<file path="config.mk">
export PLATFORM = sky130hd
export DESIGN_NAME = barometer_pressure_compensation_flat
export DESIGN_NICKNAME = d
export VERILOG_FILES = /design/src/rtl/core/bpc_pkg.sv /design/src/rtl/core/bpc_stream_if.sv /design/src/rtl/core/bpc_coeff_regs.sv /design/src/rtl/core/bpc_pipe_ctrl.sv /design/src/rtl/core/bpc_datapath.sv /design/src/rtl/core/barometer_pressure_compensation.sv /design/src/flat_wrapper.sv
export SDC_FILE = /design/constraint.sdc
export NUM_CORES = 2
export LEC_CHECK = 0
export BUFFER_PORTS_ARGS = -buffer_cell sky130_fd_sc_hd__buf_4
export CAP_MARGIN = 5
export CORE_MARGIN = 4
export CORE_UTILIZATION = 30
export DETAILED_ROUTE_END_ITERATION = 10
export PLACE_DENSITY = 0.5
export SLEW_MARGIN = 20
export SYNTH_ARGS = -nofsm -noshare
export SYNTH_HDL_FRONTEND = slang
export SYNTH_SLANG_ARGS = --single-unit
</file>
<file path="constraint.sdc">
create_clock -name clock -period 8.7 [get_ports clock]
set_input_delay 1.74 -clock clock [delete_from_list [all_inputs] [get_ports clock]]
set_output_delay 1.74 -clock clock [all_outputs]
set_load 0.005 [all_outputs]
</file>
<file path="src/rtl/core/bpc_pkg.sv">
// Shared types, constants and helpers for the barometer pressure compensation block.
package bpc_pkg;

   localparam int RawW      = 16;
   localparam int CoeffW    = 16;
   localparam int AdcW      = 10;
   localparam int AdcShift  = RawW - AdcW;
   localparam int AccW      = 32;
   localparam int NumStages = 6;
   localparam int NumCoeffs = 6;
   localparam int CsrIdxW   = 3;
   localparam int CsrDataW  = CoeffW;

   localparam int ShA11   = 14;
   localparam int ShA1    = 11;
   localparam int ShB2    = 15;
   localparam int ShC22   = 1;
   localparam int ShA2    = 16;
   localparam int ShY1    = 10;
   localparam int ShOut   = 13;

   typedef enum logic [CsrIdxW-1:0] {
      CSR_A0  = 3'd0,
      CSR_B1  = 3'd1,
      CSR_B2  = 3'd2,
      CSR_C12 = 3'd3,
      CSR_C11 = 3'd4,
      CSR_C22 = 3'd5
   } csr_index_type;

   typedef logic signed [AccW-1:0]   acc_type;
   typedef logic signed [CoeffW-1:0] coeff_type;
   typedef logic [AdcW-1:0]          adc_type;

   typedef struct packed {
      coeff_type a0;
      coeff_type b1;
      coeff_type b2;
      coeff_type c12;
      coeff_type c11;
      coeff_type c22;
   } coeff_set_type;

   typedef struct packed {
      logic [NumStages-1:0] en;
   } pipe_ctrl_type;

   function automatic acc_type sext_coeff(input coeff_type c);
      return acc_type'({{(AccW-CoeffW){c[CoeffW-1]}}, c});
   endfunction

   function automatic acc_type mul_adc(input acc_type a, input adc_type u);
      acc_type ue;
      ue = acc_type'({{(AccW-AdcW){1'b0}}, u});
      return a * ue;
   endfunction

endpackage

</file>
<file path="src/rtl/core/bpc_stream_if.sv">
// Valid/ready channel interfaces for sample pairs and compensated results.
interface bpc_req_if;
   import bpc_pkg::*;
   logic            valid;
   logic            ready;
   logic [RawW-1:0] raw_pressure;
   logic [RawW-1:0] raw_temperature;
   modport source(output valid, output raw_pressure, output raw_temperature, input ready);
   modport sink(input valid, input raw_pressure, input raw_temperature, output ready);
endinterface

interface bpc_rsp_if;
   import bpc_pkg::*;
   logic      valid;
   logic      ready;
   coeff_type comp_pressure_count;
   modport source(output valid, output comp_pressure_count, input ready);
   modport sink(input valid, input comp_pressure_count, output ready);
endinterface

</file>
<file path="src/rtl/core/bpc_coeff_regs.sv">
// Coefficient register file written through the CSR port.
module bpc_coeff_regs (
   input  logic                          clock,
   input  logic                          reset,
   input  logic                          csr_we,
   input  logic [bpc_pkg::CsrIdxW-1:0]   csr_index,
   input  logic [bpc_pkg::CsrDataW-1:0]  csr_wdata,
   output bpc_pkg::coeff_set_type        coeffs
);
   import bpc_pkg::*;

   coeff_set_type coeffs_ff;
   coeff_set_type coeffs_in;

   always_comb begin
      coeffs_in = coeffs_ff;
      if (csr_we) begin
         unique case (csr_index_type'(csr_index))
            CSR_A0:  coeffs_in.a0  = coeff_type'(csr_wdata);
            CSR_B1:  coeffs_in.b1  = coeff_type'(csr_wdata);
            CSR_B2:  coeffs_in.b2  = coeff_type'(csr_wdata);
            CSR_C12: coeffs_in.c12 = coeff_type'(csr_wdata);
            CSR_C11: coeffs_in.c11 = coeff_type'(csr_wdata);
            CSR_C22: coeffs_in.c22 = coeff_type'(csr_wdata);
            default: coeffs_in = coeffs_ff;
         endcase
      end
   end

   always_ff @(posedge clock) begin
      if (reset) begin
         coeffs_ff <= '0;
      end else begin
         coeffs_ff <= coeffs_in;
      end
   end

   assign coeffs = coeffs_ff;

endmodule

</file>
<file path="src/rtl/core/bpc_pipe_ctrl.sv">
// Per-stage valid bits and stall chain for the compensation pipeline.
module bpc_pipe_ctrl (
   input  logic                   clock,
   input  logic                   reset,
   input  logic                   in_valid,
   output logic                   in_ready,
   output logic                   out_valid,
   input  logic                   out_ready,
   output bpc_pkg::pipe_ctrl_type ctrl
);
   import bpc_pkg::*;

   logic [NumStages-1:0] valid_ff;
   logic [NumStages-1:0] valid_in;
   logic [NumStages-1:0] ready;
   logic [NumStages-1:0] vpred;

   // a stage takes data when empty or when its content moves on
   always_comb begin
      ready[NumStages-1] = !valid_ff[NumStages-1] || out_ready;
      for (int i = NumStages - 2; i >= 0; i--) begin
         ready[i] = !valid_ff[i] || ready[i+1];
      end
      vpred = {valid_ff[NumStages-2:0], in_valid};
      for (int i = 0; i < NumStages; i++) begin
         valid_in[i] = ready[i] ? vpred[i] : valid_ff[i];
      end
      ctrl.en = ready & vpred;
   end

   always_ff @(posedge clock) begin
      if (reset) begin
         valid_ff <= '0;
      end else begin
         valid_ff <= valid_in;
      end
   end

   assign in_ready  = ready[0];
   assign out_valid = valid_ff[NumStages-1];

endmodule

</file>
<file path="src/rtl/core/bpc_datapath.sv">
// Six-stage fixed-point datapath of the compensation polynomial.
module bpc_datapath (
   input  logic                     clock,
   input  bpc_pkg::pipe_ctrl_type   ctrl,
   input  bpc_pkg::coeff_set_type   coeffs,
   input  logic [bpc_pkg::RawW-1:0] raw_pressure,
   input  logic [bpc_pkg::RawW-1:0] raw_temperature,
   output bpc_pkg::coeff_type       comp_pressure_count
);
   import bpc_pkg::*;

   // stage 1: counts and first products
   adc_type padc1_ff, tadc1_ff, padc1_in, tadc1_in;
   acc_type c11x1_ff, c12x2_1_ff, c22x2_ff;
   acc_type c11x1_in, c12x2_1_in, c22x2_in;
   // stage 2: a11, a2
   adc_type padc2_ff, tadc2_ff;
   acc_type a11_ff, c12x2_2_ff, a2_2_ff;
   acc_type a11_in, a2_2_in;
   // stage 3: a1
   adc_type padc3_ff, tadc3_ff;
   acc_type a1_ff, a2_3_ff, a1_in;
   // stage 4: second products
   acc_type a1x1_ff, a2x2_4_ff, a1x1_in, a2x2_4_in;
   // stage 5: y1
   acc_type y1_ff, a2x2_5_ff, y1_in;
   // stage 6: result
   coeff_type comp_ff, comp_in;
   acc_type   acc6;

   always_comb begin
      padc1_in   = adc_type'(raw_pressure >> AdcShift);
      tadc1_in   = adc_type'(raw_temperature >> AdcShift);
      c11x1_in   = mul_adc(sext_coeff(coeffs.c11), padc1_in);
      c12x2_1_in = mul_adc(sext_coeff(coeffs.c12), tadc1_in);
      c22x2_in   = mul_adc(sext_coeff(coeffs.c22), tadc1_in);

      a11_in  = ((sext_coeff(coeffs.b1) <<< ShA11) + c11x1_ff) >>> ShA11;
      a2_2_in = ((sext_coeff(coeffs.b2) <<< ShB2) + (c22x2_ff >>> ShC22)) >>> ShA2;

      a1_in = ((a11_ff <<< ShA1) + c12x2_2_ff) >>> ShA1;

      a1x1_in   = mul_adc(a1_ff, padc3_ff);
      a2x2_4_in = mul_adc(a2_3_ff, tadc3_ff);

      y1_in = ((sext_coeff(coeffs.a0) <<< ShY1) + a1x1_ff) >>> ShY1;

      acc6    = ((y1_ff <<< ShY1) + a2x2_5_ff) >>> ShOut;
      comp_in = acc6[CoeffW-1:0];
   end

   always_ff @(posedge clock) begin
      if (ctrl.en[0]) begin
         padc1_ff   <= padc1_in;
         tadc1_ff   <= tadc1_in;
         c11x1_ff   <= c11x1_in;
         c12x2_1_ff <= c12x2_1_in;
         c22x2_ff   <= c22x2_in;
      end
      if (ctrl.en[1]) begin
         padc2_ff   <= padc1_ff;
         tadc2_ff   <= tadc1_ff;
         a11_ff     <= a11_in;
         c12x2_2_ff <= c12x2_1_ff;
         a2_2_ff    <= a2_2_in;
      end
      if (ctrl.en[2]) begin
         padc3_ff <= padc2_ff;
         tadc3_ff <= tadc2_ff;
         a1_ff    <= a1_in;
         a2_3_ff  <= a2_2_ff;
      end
      if (ctrl.en[3]) begin
         a1x1_ff   <= a1x1_in;
         a2x2_4_ff <= a2x2_4_in;
      end
      if (ctrl.en[4]) begin
         y1_ff     <= y1_in;
         a2x2_5_ff <= a2x2_4_ff;
      end
      if (ctrl.en[5]) begin
         comp_ff <= comp_in;
      end
   end

   assign comp_pressure_count = comp_ff;

endmodule

</file>
<file path="src/rtl/core/barometer_pressure_compensation.sv">
// Top level of the barometer pressure compensation pipeline.
//
//   channel  direction  handshake     payload
//   req      in         valid/ready   raw_pressure[15:0], raw_temperature[15:0]
//   rsp      out        valid/ready   comp_pressure_count[15:0] signed
//   csr      in         csr_we        csr_index[2:0], csr_wdata[15:0]
//
// One transaction per cycle while rsp is not stalled; the pipeline has six register stages
// (two multiplier ranks, four shift-add ranks) between req acceptance and rsp valid.
// Synchronous reset clears all stage valid bits and the coefficients.
// A stalled rsp holds its data; bubbles collapse, so req stays ready while any stage is empty.
module barometer_pressure_compensation (
   input  logic                         clock,
   input  logic                         reset,
   bpc_req_if.sink                      req,
   bpc_rsp_if.source                    rsp,
   input  logic                         csr_we,
   input  logic [bpc_pkg::CsrIdxW-1:0]  csr_index,
   input  logic [bpc_pkg::CsrDataW-1:0] csr_wdata
);
   import bpc_pkg::*;

   coeff_set_type coeffs;
   pipe_ctrl_type ctrl;

   bpc_coeff_regs u_regs (
      .clock     (clock),
      .reset     (reset),
      .csr_we    (csr_we),
      .csr_index (csr_index),
      .csr_wdata (csr_wdata),
      .coeffs    (coeffs)
   );

   bpc_pipe_ctrl u_ctrl (
      .clock     (clock),
      .reset     (reset),
      .in_valid  (req.valid),
      .in_ready  (req.ready),
      .out_valid (rsp.valid),
      .out_ready (rsp.ready),
      .ctrl      (ctrl)
   );

   bpc_datapath u_dp (
      .clock               (clock),
      .ctrl                (ctrl),
      .coeffs              (coeffs),
      .raw_pressure        (req.raw_pressure),
      .raw_temperature     (req.raw_temperature),
      .comp_pressure_count (rsp.comp_pressure_count)
   );

endmodule

</file>
<file path="src/flat_wrapper.sv">
// flat-port wrapper written by rule: the top's interface ports become plain ports
module barometer_pressure_compensation_flat import bpc_pkg::*;
  (clock, reset, csr_we, csr_index, csr_wdata, req_valid, req_raw_pressure, req_raw_temperature, req_ready, rsp_valid, rsp_comp_pressure_count, rsp_ready);
  bpc_req_if req_i ();
  bpc_rsp_if rsp_i ();
  input  logic clock;
  input  logic reset;
  input  logic csr_we;
  input  logic [bpc_pkg::CsrIdxW-1:0] csr_index;
  input  logic [bpc_pkg::CsrDataW-1:0] csr_wdata;
  input wire logic [$bits(req_i.valid)-1:0] req_valid;
  input wire logic [$bits(req_i.raw_pressure)-1:0] req_raw_pressure;
  input wire logic [$bits(req_i.raw_temperature)-1:0] req_raw_temperature;
  output wire logic [$bits(req_i.ready)-1:0] req_ready;
  output wire logic [$bits(rsp_i.valid)-1:0] rsp_valid;
  output wire logic [$bits(rsp_i.comp_pressure_count)-1:0] rsp_comp_pressure_count;
  input wire logic [$bits(rsp_i.ready)-1:0] rsp_ready;
  assign req_i.valid = req_valid;
  assign req_i.raw_pressure = req_raw_pressure;
  assign req_i.raw_temperature = req_raw_temperature;
  assign req_ready = req_i.ready;
  assign rsp_valid = rsp_i.valid;
  assign rsp_comp_pressure_count = rsp_i.comp_pressure_count;
  assign rsp_i.ready = rsp_ready;
  barometer_pressure_compensation u_core (.clock(clock), .reset(reset), .req(req_i), .rsp(rsp_i), .csr_we(csr_we), .csr_index(csr_index), .csr_wdata(csr_wdata));
endmodule
</file>
### Word level (Yosys, flattened, before mapping)

Index checks and enable logic that the tools add are counted.

| storage, ports and cells | value |
|---|---|
| bits in latches | 0 |
| bits of input ports | 56 |
| register bits after elaboration | 474 |
| output and inout bits | 18 |
| logic and storage cells | 66 |
| memories kept | 0 |
| ROM bits | 0 |
| RAM bits | 0 |

| cells by class | value |
|---|---|
| shift operators | 0 |
| mux-type cells | 0 |
| div/mod/pow operators | 0 |
| reductions and logical operators | 19 |
| equal/unequal tests | 5 |
| $mul | 5 |
| bitwise logic cells | 1 |
| add/sub/neg operators | 5 |
| $lt $le $gt $ge | 0 |

Operators with widths:

| operator | count |
|---|---|
| $mul A16 B11 Y27 | 4 |
| $add A29 B32 Y32 | 1 |
| $add A30 B32 Y32 | 1 |
| $add A31 B26 Y32 | 1 |
| $add A26 B29 Y29 | 1 |
| $add A29 B27 Y29 | 1 |
| $mul A21 B11 Y29 | 1 |
| $reduce_and A2 Y1 | 6 |
| $and A6 B6 Y6 | 1 |
| $eq A3 B2 Y1 const B | 2 |
| $eq A3 B3 Y1 const B | 2 |
| $logic_not A1 Y1 | 6 |
| $logic_or A1 B1 Y1 | 6 |
| $eq A3 B1 Y1 const B | 1 |
| $logic_not A3 Y1 | 1 |

### Logic depth before layout (Yosys ltp)

| depth | value |
|---|---|
| word-level depth | 8 |
| depth in mapped cells | 23 |
| mapped depth without buffers | 22 |

### Hierarchy

Synthesis repeated with hierarchy kept, for this count alone.

| unflattened totals | value |
|---|---|
| cell total of the unflattened synthesis | 4,456 |
| area, all modules | 45,005.7 sq um |

Modules (own cells, without submodules):

| module | cells each | seq. area each (sq um) | times used | area an instance (sq um) |
|---|---|---|---|---|
| bpc_datapath | 4,090 | 8,257.9 | 1 | 40,946.8 |
| bpc_coeff_regs | 336 | 1,921.8 | 1 | 3,782.4 |
| bpc_pipe_ctrl | 30 | 120.1 | 1 | 276.5 |

### Least setup slack after synthesis

No wires, ideal clock.

| timing | value |
|---|---|
| kind | in2reg |
| from | input port rsp_ready |
| to | register u_core.u_dp.a11_ff[0], enable pin |
| path slack | 0.701 ns |
| stages | 5 |
| buffers on the path | 1 |
| arrival time | 7.394 ns |
| data required time | 8.095 ns |
| library setup time | 0.605 ns |
| path through | nor2b_1 > and2_1 > and3_1 > clkbuf_1 > a21boi_0 |

RTL lines:

| element | RTL line | RTL |
|---|---|---|
| start: declaration | flat_wrapper.sv:17 | `input wire logic [$bits(rsp_i.ready)-1:0] rsp_ready;` |
| end signal: assignment | bpc_datapath.sv:63 | `a11_ff <= a11_in;` |
| end: declaration | bpc_datapath.sv:18 | `acc_type a11_ff, c12x2_2_ff, a2_2_ff;` |

### Worst setup path after layout

| timing | value |
|---|---|
| from | input port req_raw_temperature[8] |
| to | register u_core.u_dp.c12x2_1_ff[30] (data pin) |

| between the ends | value |
|---|---|
| word-level cells in the longest chain between the ends | 1 |

RTL lines:

| element | RTL line | RTL |
|---|---|---|
| start: declaration | flat_wrapper.sv:13 | `input wire logic [$bits(req_i.raw_temperature)-1:0] req_raw_temperature;` |
| $mul A16 B11 Y27 | bpc_pkg.sv:55 | `return a * ue;` |
| via u_core.u_dp.c12x2_1_in[26] | bpc_datapath.sv:15 | `acc_type c11x1_in, c12x2_1_in, c22x2_in;` |
| end signal: assignment | bpc_datapath.sv:57 | `c12x2_1_ff <= c12x2_1_in;` |
| end: declaration | bpc_datapath.sv:14 | `acc_type c11x1_ff, c12x2_1_ff, c22x2_ff;` |

The timed path passes the listed nets, and every way through them passes these cells.
A chain may end at the register's enable or synchronous reset.

==> qor.yml <==
comb_power_share_pct: 32.5
worstPathArrival_ps: 7290
syn_to_final_growth_pct: 8.81
power.switching_uw: 2050
hpwl_um: 79800
die-area_um2: 155000
grt_use_total_pct: 13.7
core_um2: 148000
vias: 29061
grt_pass1_vias: 30967
final_common_cell: "inv_1"
final_util_pct: 32.9
ys_types: 64
clkSlewWorstSetupHoldPaths_ps: 60
critPathLaunch: "req_raw_temperature[8]"
yosysWarnings: 0
setup.worst_path.end: "u_core.u_dp.c12x2_1_ff[30]$_DFFE_PP_"
hold_class: "flip-flop to flip-flop"
timing.hold.ws_ps: 408
ctsResizeCount: 0
cts_sinks: 377
synth_nets: 5786
drt.antenna.violating_nets: 0
cts_setup_buffers: 0
synth_edf_count: 275
crit_fanout: 33
placement.io_buffers: 61
critPathRequiredTime_ps: 9080
pwr-share-seq_pct: 34.9
h-tree-depth: 2
hold_buffers: 0
path_class: "input pin to flip-flop"
die_h_um: 394
drc: 0
power_density_nw_per_um2: 130
fin_ws_ps: 1790
final_cell_mix: "inv_1 (993), fa_1 (750), nand2_1 (697)"
rsz0062_at_grt: "no"
row_count: 141
synth_seq_area_share_pct: 23.0
drive_gt1_share_pct: 3.65
routed_wl_um: 103000
gp_congestion: 0.790
syn_inst: 4603
period_share_pct: 79.4
initialDrtViolationCount: 1273
hold_viol: 0
critPathCaptureType: "flip-flop"
p_clk_share_pct: 32.5
r2r-end: "u_core.u_dp.a1x1_ff[28]$_DFFE_PP_"
ir_drop_v: 0.000140
p_sw_share_pct: 32.6
synth.avg_cell_area_um2: 9.71
antenna_found_initial: 0
ys.flop_type: "edfxtp_1"
async_flop_share_pct: 0
reg2reg_depth: 18
pre_cts_slack_ps: 1090
netlist_area_um2: 44700
skew_ps: 41.7
rrSetupSlack_ps: 2390
synth_seq_cells: 377
diodes: 0
slew_violations: 0
p_int_uw: 4250
tritoncts.num_buffers: 45
drv_cap: 0
routed_via_density: 4.47
relSlewSlack_pct: 32.6
tightest_slew_ps: 1010
die_w_um: 394
wire_per_inst_um: 15.9
worstSkewPairLatency_ps: 640
setup_viol: 0
worst_setup_path_start_kind: "input pin"
r2r-start: "u_core.u_dp.padc3_ff[2]$_DFFE_PP_"
outcome: "completed"
drt_first_pass_iters: 6
cts_root_buf: "clkbuf_16"
ios: 74
grt_max_degree: 71
final_nets: 5718
cts_tree: "yes"
tns_ps: 0
clockBufferDepth: 3
max_freq_mhz: 145
p_leak_uw: 0.0228
overflow: 0
initial_core_util_pct: 30.2
min_period_ps: 6910
grt_pass1_wl_um: 170000
[Yosys cell counts, types with 2 or more instances]
| cell type | number | area [um2] |
|---|---|---|
| inv_1 | 993 | 3730 |
| fa_1 | 750 | 15000 |
| nand2_1 | 697 | 2620 |
| ha_1 | 377 | 4720 |
| and2_1 | 376 | 2350 |
| edfxtp_1 | 275 | 8260 |
| a21oi_1 | 181 | 906 |
| clkbuf_1 | 177 | 664 |
| nor2_1 | 129 | 484 |
| xnor2_1 | 126 | 1100 |
| dfxtp_1 | 102 | 2040 |
| nor3_1 | 50 | 250 |
| o21ai_0 | 41 | 205 |
| nand3_1 | 34 | 170 |
| xor2_1 | 33 | 289 |
| nor2b_1 | 32 | 200 |
| o21a_1 | 25 | 188 |
| and3_1 | 23 | 144 |
| a21o_1 | 20 | 150 |
| o21ai_1 | 15 | 75.1 |
| or3_1 | 13 | 81.3 |
| o211ai_1 | 12 | 90.1 |
| a211oi_1 | 11 | 82.6 |
| nand2b_1 | 10 | 62.6 |
| nand4_1 | 9 | 56.3 |
| o21bai_1 | 6 | 45.0 |
| o31a_1 | 6 | 52.6 |
| a21boi_0 | 5 | 37.5 |
| a21boi_1 | 5 | 37.5 |
| nand4b_1 | 5 | 43.8 |
| or2_2 | 5 | 31.3 |
| a2111oi_0 | 4 | 35.0 |
| a31oi_1 | 4 | 25.0 |
| buf_1 | 4 | 15.0 |
| o31ai_1 | 4 | 30.0 |
| o41ai_1 | 4 | 35.0 |
| a211o_1 | 3 | 26.3 |
| nor4_1 | 3 | 18.8 |
| o22ai_1 | 3 | 18.8 |
| a21oi_2 | 2 | 17.5 |
| a31o_2 | 2 | 17.5 |
| a41oi_1 | 2 | 17.5 |
| and4_1 | 2 | 17.5 |
| o211a_1 | 2 | 20.0 |
| o41ai_2 | 2 | 32.5 |
[registers in the layout (all words and copies together), names as in the netlist, 16 cells and up]
signal and count:
u_core.u_dp.a2_2_ff 16, u_core.u_dp.a2_3_ff 16, u_core.u_dp.a11_ff 18, u_core.u_dp.c12x2_2_ff 16, u_core.u_dp.a2x2_4_ff 17, u_core.u_dp.a1_ff 21
u_core.u_dp.c12x2_1_ff 16, u_core.u_dp.comp_pressure_count 16, u_core.u_dp.a2x2_5_ff 17, u_core.u_dp.a1x1_ff 19, u_core.u_regs.coeffs 96, u_core.u_dp.y1_ff 19
[worst max-delay path, cell delays in order]
cell and delay, ps:
buf_4 390, nand2_1 160, fa_1 500, fa_1 550
inv_1 40, ha_1 280, fa_1 500, fa_1 430
ha_1 310, a2111oi_0 370, o21ai_1 170, a221oi_2 340
o21ai_1 210, a21oi_1 310, o2111a_1 260, nor3_1 90
a311o_1 350, a21oi_1 180, xnor2_1 80
[power groups by stage]
stage	combinational (uW)	clock [uW]	sequential, uW
3_3_place_gp	2060	0	2240
4_1_cts	2100	2120	2200
6_report	2050	2050	2200
3_5_place_dp	2090	0	2240
5_1_grt	2390	2190	2210
2_1_floorplan	1620	0	2190
[worst min-delay path by stage]
stage | from | endpoint | slack [ps] | depth (start not counted)
after floorplan | u_core.u_dp.a2_2_ff[0]$_DFFE_PP_ | u_core.u_dp.a2_3_ff[0]$_DFFE_PP_ | 400 | 0
after detailed placement | u_core.u_dp.a2_2_ff[15]$_DFFE_PP_ | u_core.u_dp.a2_3_ff[15]$_DFFE_PP_ | 400 | 0
after global routing | u_core.u_dp.c12x2_1_ff[13]$_DFFE_PP_ | u_core.u_dp.c12x2_2_ff[13]$_DFFE_PP_ | 420 | 0
final | u_core.u_dp.c12x2_1_ff[13]$_DFFE_PP_ | u_core.u_dp.c12x2_2_ff[13]$_DFFE_PP_ | 410 | 0
after CTS | u_core.u_dp.c12x2_1_ff[21]$_DFFE_PP_ | u_core.u_dp.c12x2_2_ff[21]$_DFFE_PP_ | 400 | 0
after global placement | u_core.u_dp.padc1_ff[0]$_DFFE_PP_ | u_core.u_dp.padc2_ff[0]$_DFFE_PP_ | 400 | 0
[layout make-up]
cell class	count	area, um2
Clock buffer	63	1330
Inverter	993	3730
Tap cell	1930	2410
Sequential cell	377	10300
Multi-Input combinational cell	3050	30000
Timing Repair Buffer	68	510
Fill cell	15195	99200
Clock inverter	21	320
[metrics by stage]
| stage | cells | cell area, um2 | power, uW |
|---|---|---|---|
| after floorplan | 4603 | 44700 | 3810 |
| after global placement | 6418 | 47000 | 4300 |
| after detailed placement | 6418 | 47000 | 4330 |
| after CTS | 6502 | 48600 | 6420 |
| after global routing | 6502 | 48600 | 6790 |
| final | 6502 | 48600 | 6300 |
[cell families after synthesis]
| logic type | count (synthesis) | synth area share [%] |
|---|---|---|
| buffers and inverters | 1176 | 9.89 |
| AOI/OAI and AO/OA | 373 | 5.16 |
| DFF | 377 | 23.0 |
| xor gates and xnor gates | 159 | 3.12 |
| adders and majority gates | 1127 | 44.1 |
| and+or+nand+nor | 1391 | 14.7 |
[per-layer routing]
metal	part of all wire [%]	vias up	GRT usage (%)
li1	-	13880	-
met1	48	14691	19.0
met2	47	393	23.0
met3	3.2	97	1.70
met4	1.6	0	2.76
met5	0	-	0
Power figures use the tool's default switching activity.
